## src/hw/rtl/bslpc_pkg.sv

```systemverilog
`default_nettype none

package bslpc_pkg;

  // register indexes on the configuration port
  typedef enum logic [2:0] {
    REG_LONG_PRESS_MS = 3'd0,
    REG_MIN_PRESS_MS  = 3'd1,
    REG_LEVEL_HIGH    = 3'd2,
    REG_LEVEL_MID     = 3'd3,
    REG_LEVEL_LOW     = 3'd4,
    REG_MODE_COUNT    = 3'd5
  } reg_index_e;

  localparam int unsigned InWidth  = 40;
  localparam int unsigned OutWidth = 16;
  localparam int unsigned CfgWidth = 16;

  // register reset values
  localparam logic [15:0] LongPressReset = 16'd800;
  localparam logic [15:0] MinPressReset  = 16'd50;
  localparam logic [7:0]  LevelHighReset = 8'd255;
  localparam logic [7:0]  LevelMidReset  = 8'd70;
  localparam logic [7:0]  LevelLowReset  = 8'd10;
  localparam logic [4:0]  ModeCountReset = 5'd4;

  localparam logic [3:0]  ModeMax = 4'd15;

  // one result word as packed on the output bus, lowest field last
  typedef struct packed {
    logic [1:0] pad;
    logic       mode_stepped;
    logic       brightness_stepped;
    logic [3:0] display_mode;
    logic [7:0] brightness;
  } out_word_t;

endpackage

`default_nettype wire

```

## src/hw/rtl/button_short_long_press_control.sv

```systemverilog
`default_nettype none
// a poll word leaves after it passes the input register and then the result register
// throughput: one poll word per cycle, set by the combinational state update after the
//   input register; back-pressure on the output stalls both registers in place
// reset: asynchronous, active low; clears the press state, brightness to level_high
//   reset value, display mode 0, and the configuration registers to their documented defaults
module button_short_long_press_control (
  input  wire logic                          clk_i,
  input  wire logic                          rst_ni,
  // poll stream in
  input  wire logic                          s_axis_tvalid,
  output logic                               s_axis_tready,
  // tdata: [0] button_down, [32:1] now_ms, [39:33] zero
  input  wire logic [bslpc_pkg::InWidth-1:0] s_axis_tdata,
  // result stream out
  output logic                               m_axis_tvalid,
  input  wire logic                          m_axis_tready,
  // tdata: [7:0] brightness, [11:8] display_mode, [12] brightness_stepped,
  //        [13] mode_stepped, [15:14] zero
  output logic [bslpc_pkg::OutWidth-1:0]     m_axis_tdata,
  // register write channel
  input  wire logic                          cfg_valid_i,
  output logic                               cfg_ready_o,
  input  wire logic [2:0]                    cfg_index_i,
  input  wire logic [bslpc_pkg::CfgWidth-1:0] cfg_data_i
);
  import bslpc_pkg::*;

  // configuration registers
  logic [15:0] long_press_q, min_press_q;
  logic [7:0]  level_high_q, level_mid_q, level_low_q;
  logic [4:0]  mode_count_q;

  // press state
  logic [31:0] press_start_q, press_start_d;
  logic        suppress_q, suppress_d;
  logic [7:0]  level_q, level_d;
  logic [3:0]  mode_q, mode_d;

  // input register
  logic        in_valid_q;
  logic        in_down_q;
  logic [31:0] in_now_q;

  // result register
  logic        out_valid_q;
  out_word_t   out_q, out_d;

  logic        out_free;
  logic        advance;
  logic [15:0] held;
  logic [4:0]  mode_next;
  logic        bstep, mstep;

  // result register can take a word when empty or being drained
  assign out_free      = !out_valid_q || m_axis_tready;
  assign advance       = in_valid_q && out_free;
  assign s_axis_tready = !in_valid_q || advance;
  assign cfg_ready_o   = 1'b1;

  assign m_axis_tvalid = out_valid_q;
  assign m_axis_tdata  = out_q;

  // configuration writes, unknown indexes dropped
  always_ff @(posedge clk_i or negedge rst_ni) begin
    if (!rst_ni) begin
      long_press_q <= LongPressReset;
      min_press_q  <= MinPressReset;
      level_high_q <= LevelHighReset;
      level_mid_q  <= LevelMidReset;
      level_low_q  <= LevelLowReset;
      mode_count_q <= ModeCountReset;
    end else if (cfg_valid_i) begin
      case (cfg_index_i)
        REG_LONG_PRESS_MS: long_press_q <= cfg_data_i;
        REG_MIN_PRESS_MS:  min_press_q  <= cfg_data_i;
        REG_LEVEL_HIGH:    level_high_q <= cfg_data_i[7:0];
        REG_LEVEL_MID:     level_mid_q  <= cfg_data_i[7:0];
        REG_LEVEL_LOW:     level_low_q  <= cfg_data_i[7:0];
        REG_MODE_COUNT:    mode_count_q <= cfg_data_i[4:0];
        default: ;
      endcase
    end
  end

  // input register
  always_ff @(posedge clk_i or negedge rst_ni) begin
    if (!rst_ni) begin
      in_valid_q <= 1'b0;
    end else if (s_axis_tready) begin
      in_valid_q <= s_axis_tvalid;
    end
  end

  always_ff @(posedge clk_i) begin
    if (s_axis_tvalid && s_axis_tready) begin
      in_down_q <= s_axis_tdata[0];
      in_now_q  <= s_axis_tdata[32:1];
    end
  end

  // hold time wraps at 16 bits
  assign held      = in_now_q[15:0] - press_start_q[15:0];
  assign mode_next = {1'b0, mode_q} + 5'd1;

  // poll update
  always_comb begin
    press_start_d = press_start_q;
    suppress_d    = suppress_q;
    level_d       = level_q;
    mode_d        = mode_q;
    bstep         = 1'b0;
    mstep         = 1'b0;
    if (in_down_q) begin
      if (press_start_q == '0) begin
        // first held poll; a start at time zero is recorded again next poll
        press_start_d = in_now_q;
      end else if (held > long_press_q) begin
        if (level_q == level_high_q) begin
          level_d = level_low_q;
        end else if (level_q == level_low_q) begin
          level_d = level_mid_q;
        end else begin
          level_d = level_high_q;
        end
        bstep         = 1'b1;
        press_start_d = '0;
        suppress_d    = 1'b1;
      end
    end else if (press_start_q != '0) begin
      if (!suppress_q && held > min_press_q) begin
        // the 4-bit counter wraps after the top mode whatever the count
        if (mode_next >= mode_count_q || mode_next > {1'b0, ModeMax}) begin
          mode_d = '0;
        end else begin
          mode_d = mode_next[3:0];
        end
        mstep = 1'b1;
      end
      press_start_d = '0;
      suppress_d    = 1'b0;
    end
    out_d.pad                = '0;
    out_d.mode_stepped       = mstep;
    out_d.brightness_stepped = bstep;
    out_d.display_mode       = mode_d;
    out_d.brightness         = level_d;
  end

  always_ff @(posedge clk_i or negedge rst_ni) begin
    if (!rst_ni) begin
      press_start_q <= '0;
      suppress_q    <= 1'b0;
      level_q       <= LevelHighReset;
      mode_q        <= '0;
    end else if (advance) begin
      press_start_q <= press_start_d;
      suppress_q    <= suppress_d;
      level_q       <= level_d;
      mode_q        <= mode_d;
    end
  end

  // result register
  always_ff @(posedge clk_i or negedge rst_ni) begin
    if (!rst_ni) begin
      out_valid_q <= 1'b0;
    end else if (out_free) begin
      out_valid_q <= in_valid_q;
    end
  end

  always_ff @(posedge clk_i) begin
    if (advance) begin
      out_q <= out_d;
    end
  end

endmodule

`default_nettype wire

```

## config.mk

```make
export PLATFORM = sky130hd
export DESIGN_NAME = button_short_long_press_control
export DESIGN_NICKNAME = d
export VERILOG_FILES = /design/src/hw/rtl/bslpc_pkg.sv /design/src/hw/rtl/button_short_long_press_control.sv
export SDC_FILE = /design/constraint.sdc
export NUM_CORES = 1
export LEC_CHECK = 0
export BUFFER_PORTS_ARGS = -buffer_cell sky130_fd_sc_hd__buf_2
export CAP_MARGIN = 20
export CORE_MARGIN = 2
export CORE_UTILIZATION = 31
export CTS_CLUSTER_DIAMETER = 200
export DETAILED_ROUTE_END_ITERATION = 7
export SYNTH_ARGS = -nofsm -noshare
export SYNTH_HDL_FRONTEND = slang
export SYNTH_SLANG_ARGS = --single-unit
```

## constraint.sdc

```tcl
create_clock -name clk_i -period 5.95 [get_ports clk_i]
set_clock_uncertainty 0.1 [all_clocks]
set_input_delay 1.19 -clock clk_i [delete_from_list [all_inputs] [get_ports clk_i]]
set_output_delay 1.19 -clock clk_i [all_outputs]
set_load 0.02 [all_outputs]
```

==> impl_metrics.ini <==
[sta]
slew_headroom_pct = 40.4
tns_ns = 0
finalCritPeriodShare_pct = 81.9
period_needed_ns = 4.87
fmax_ghz = 0.205
worst_slack_ns = 1.08
tightest_slew_ns = 0.894
setup_viol = 0
maxSlewViolCount = 0
hold_viol_final = 0
rsz0062_at_grt = no

[place]
dp_cells = 1165
dp_slack_ns = 1.04
dpl.hpwl_um = 12700
io_buffers = 72
place_area_um2 = 9060
gp_congestion = 0.805

[pwr]
p_per_area_nw_per_um2 = 406
p_leak_nw = 3.95
ir_drop_uv = 247
finalPower_mw = 3.92

[yosys]
synth_edf_count = 47
synth_area_um2 = 8300
postSynthCellCount = 777
ys_ff_latch = 155
synth.top_cell.area_share_pct = 24.1
synth_async_sr_flop_share_pct = 69.7
synth-xor-area-share_pct = 2.75
avgSynthCellArea_um2 = 10.7
synth_top_family_by_area = simple AND/OR/NAND/NOR gates
yosysWarnings = 0
synthFlopType = dfrtp_1
synth_area_leaders = dfrtp_1 (24%), edfxtp_1 (17%), dfstp_2 (8.9%), ha_1 (8.1%), mux2_2 (6.7%)
ys_seq_area_share_pct = 50.0
synthAdderAreaFrac_pct = 8.39
muxShareOfSynthArea_pct = 7.98
synth_compound_area_share_pct = 12.1
synth_area_leader_cell = dfrtp_1
synth-simple-area-share_pct = 14.3
yosysUniqueCellTypes = 68

[route]
wirelength_um = 18200
drc_errors = 0
dr.pass1.iters = 5
num_vias = 5899
ant_nets = 0
avgRoutedWirePerCell_um = 15.2
drt_iter0_markers = 388
drt-vias-per-instance = 4.93

[clocking]
clkLatencyLatePin_ns = 0.43
cts-htree-levels = 4
cts_tree = done
root_buffer = clkbuf_16
path_clk_slew_ns = 0.07
cts_buffers = 17
post_cts_buffers = 0
cts_max_path_buffers = 2
cts_resized = 0
cts_hold_buf = 0
cts.sinks = 155

[worst_hold_path]
holdPathStages = 1
min_from = in_valid_q
holdPathEnd = m_axis_tvalid
hp-class = flop to flop

[job]
drv_cap = 0

[setup_path]
cp_max_fo = 9
startpoint_type = flop
ff2ff_setup_slack_ns = 1.08
worstPathArrival_ns = 4.95
required_ns = 6.03
rr_endpoint = m_axis_tdata[6]
rr_startpoint = press_start_q[0]
worst_setup_path_end_kind = flop
reg2reg_depth = 15
crit_type = flop to flop

[layout]
instances_no_fill = 1197
layout.nets = 968
drive_gt1_share_pct = 24.2
seq_area_um2 = 4150
area_growth_syn_to_layout_pct = 16.4
fillers = 2584
postLayoutCellArea_um2 = 9660
multi_input_comb_area_um2 = 3800
n_antenna_cell = 0

[die]
initial_utilization_pct = 31.7
rows = 59
core-area_um2 = 26100
fp.dieH_um = 168
die_w_um = 168
die_area_um2 = 28100
ios = 83

[global_routing]
antenna_found_initial = 0
grt_overflow = 0
grt_pass1_wl_um = 30100
grt.total_usage_pct = 13.5
grt_pass1_vias = 5704
grt_max_degree = 68

[outcome]
status = finished, final reports clean
## final cells by class
cell class              instances  area share [%]
inverters                      64            2.49
well taps                     335            4.34
flip-flops and latches        155            43.0
clock buffers                  19            4.59
multi-input cells             528            39.4
clock inverters                13            1.59
repair buffers                 83            4.61
## worst max path at each step
stage                startpoint         endpoint  slack [ns]  cells after the start
2_1_floorplan  press_start_q[0]        mode_q[0]        1.74                     14
3_3_place_gp   press_start_q[0]  m_axis_tdata[2]        1.06                     15
3_5_place_dp   press_start_q[0]  m_axis_tdata[6]        1.04                     15
4_1_cts        press_start_q[0]  m_axis_tdata[6]        1.03                     15
5_1_grt        press_start_q[1]  m_axis_tdata[6]        0.76                     15
6_report       press_start_q[0]  m_axis_tdata[6]        1.08                     15
## sequential cells by signal, summed over array words and instances, names as in the netlist, 8 cells and up
signal,count
in_now_q,32
level_high_q,8
level_low_q,8
level_mid_q,8
level_q,8
long_press_q,16
m_axis_tdata,14
min_press_q,16
press_start_q,32
## cell usage after synthesis, types with 2 or more instances
library cell  instances
nor3b_1               2
dfrtp_1              80
o41ai_1               4
o311ai_0              2
nand3_1               7
and2_1                2
conb_1                2
dfstp_2              28
nand2b_1              6
clkbuf_1             24
o31ai_1               7
xor2_1               10
xnor2_1              16
o211ai_1             33
nor2b_1               4
mux2i_1               8
nor2_1               26
nor4bb_1              2
a41oi_1               2
a21oi_1              26
nand2_1             107
or3_1                 2
mux2_4                2
nor3_1                8
ha_1                 54
nand4b_1              3
a21o_1                5
and3_4                2
and4_1                2
buf_2                 3
nor4_1               12
o21a_1                3
o21ai_0              49
buf_4                 3
mux2_2               49
a211oi_1              3
nand4_1              38
edfxtp_1             47
and3_1                3
inv_1                63
## worst max-delay path, stage by stage (launching register included)
cell	delay [ns]
dfrtp_1	0.42
ha_1	0.24
fa_1	0.41
nor2b_1	0.19
o31a_1	0.16
o21ai_0	0.17
a211o_1	0.35
and4_1	0.17
a311o_1	0.37
ha_1	0.31
nand4_1	0.12
nor3_1	0.26
a21boi_2	0.23
a211oi_2	0.11
nor3_4	0.58
mux2_2	0.43
## cells in the final DEF, fill, tap and decap left out, types with 3 or more instances in the layout
cell         n
inv_1       63
nand2b_1     6
a21o_1       5
nand2_1    107
nor4_1      12
a21oi_1     26
buf_2       71
nand4_1     38
ha_1        54
xnor2_1     16
clkinv_4     3
inv_4        3
clkbuf_16   17
o211ai_1    33
o21ai_0     49
conb_1       3
nor3_1       8
inv_6        3
edfxtp_1    47
dfstp_2     28
nor2_2       3
dfrtp_1     80
nand3_1      7
nor2b_1      4
and3_1       3
a211oi_1     3
o21a_1       3
mux2_2      49
buf_4       12
nor2_1      24
o31ai_1      7
o41ai_1      4
xor2_1      10
mux2i_1      8
nand4b_1     3
## stage by stage
| stage | utilization, % | hold WS, ns |
|---|---|---|
| floorplan | - | 0.357 |
| global route | 36.9 | 0.404 |
| detailed placement | 34.7 | 0.380 |
| finish | 36.9 | 0.390 |
| global placement | 34.7 | 0.369 |
| CTS | 36.9 | 0.395 |
## per-layer routing
metal	vias to the layer above	GRT usage, %	wire, µm
met5	-	0	0
met4	0	4.01	201
met3	17	2.81	610
met2	118	20.9	8200
met1	2809	19.2	9160
li1	2955	-	-
## logic make-up after synthesis
kind of cell             after synthesis
AO/OA/AOI/OAI                        151
XOR/XNOR                              26
AND/OR/NAND/NOR                      234
adder cells (fa/ha/maj)               55
multiplexers                          59
buffers and inverters                 95
flip-flops                           155
other                                  2
## where the power goes
| group | switching [mW] | internal (mW) |
|---|---|---|
| Clock | 0.473 | 0.641 |
| Combinational | 0.748 | 0.541 |
| Sequential | 0.144 | 1.38 |
| Total | 1.36 | 2.56 |
Note: power is estimated with default switching activity, not from simulation.
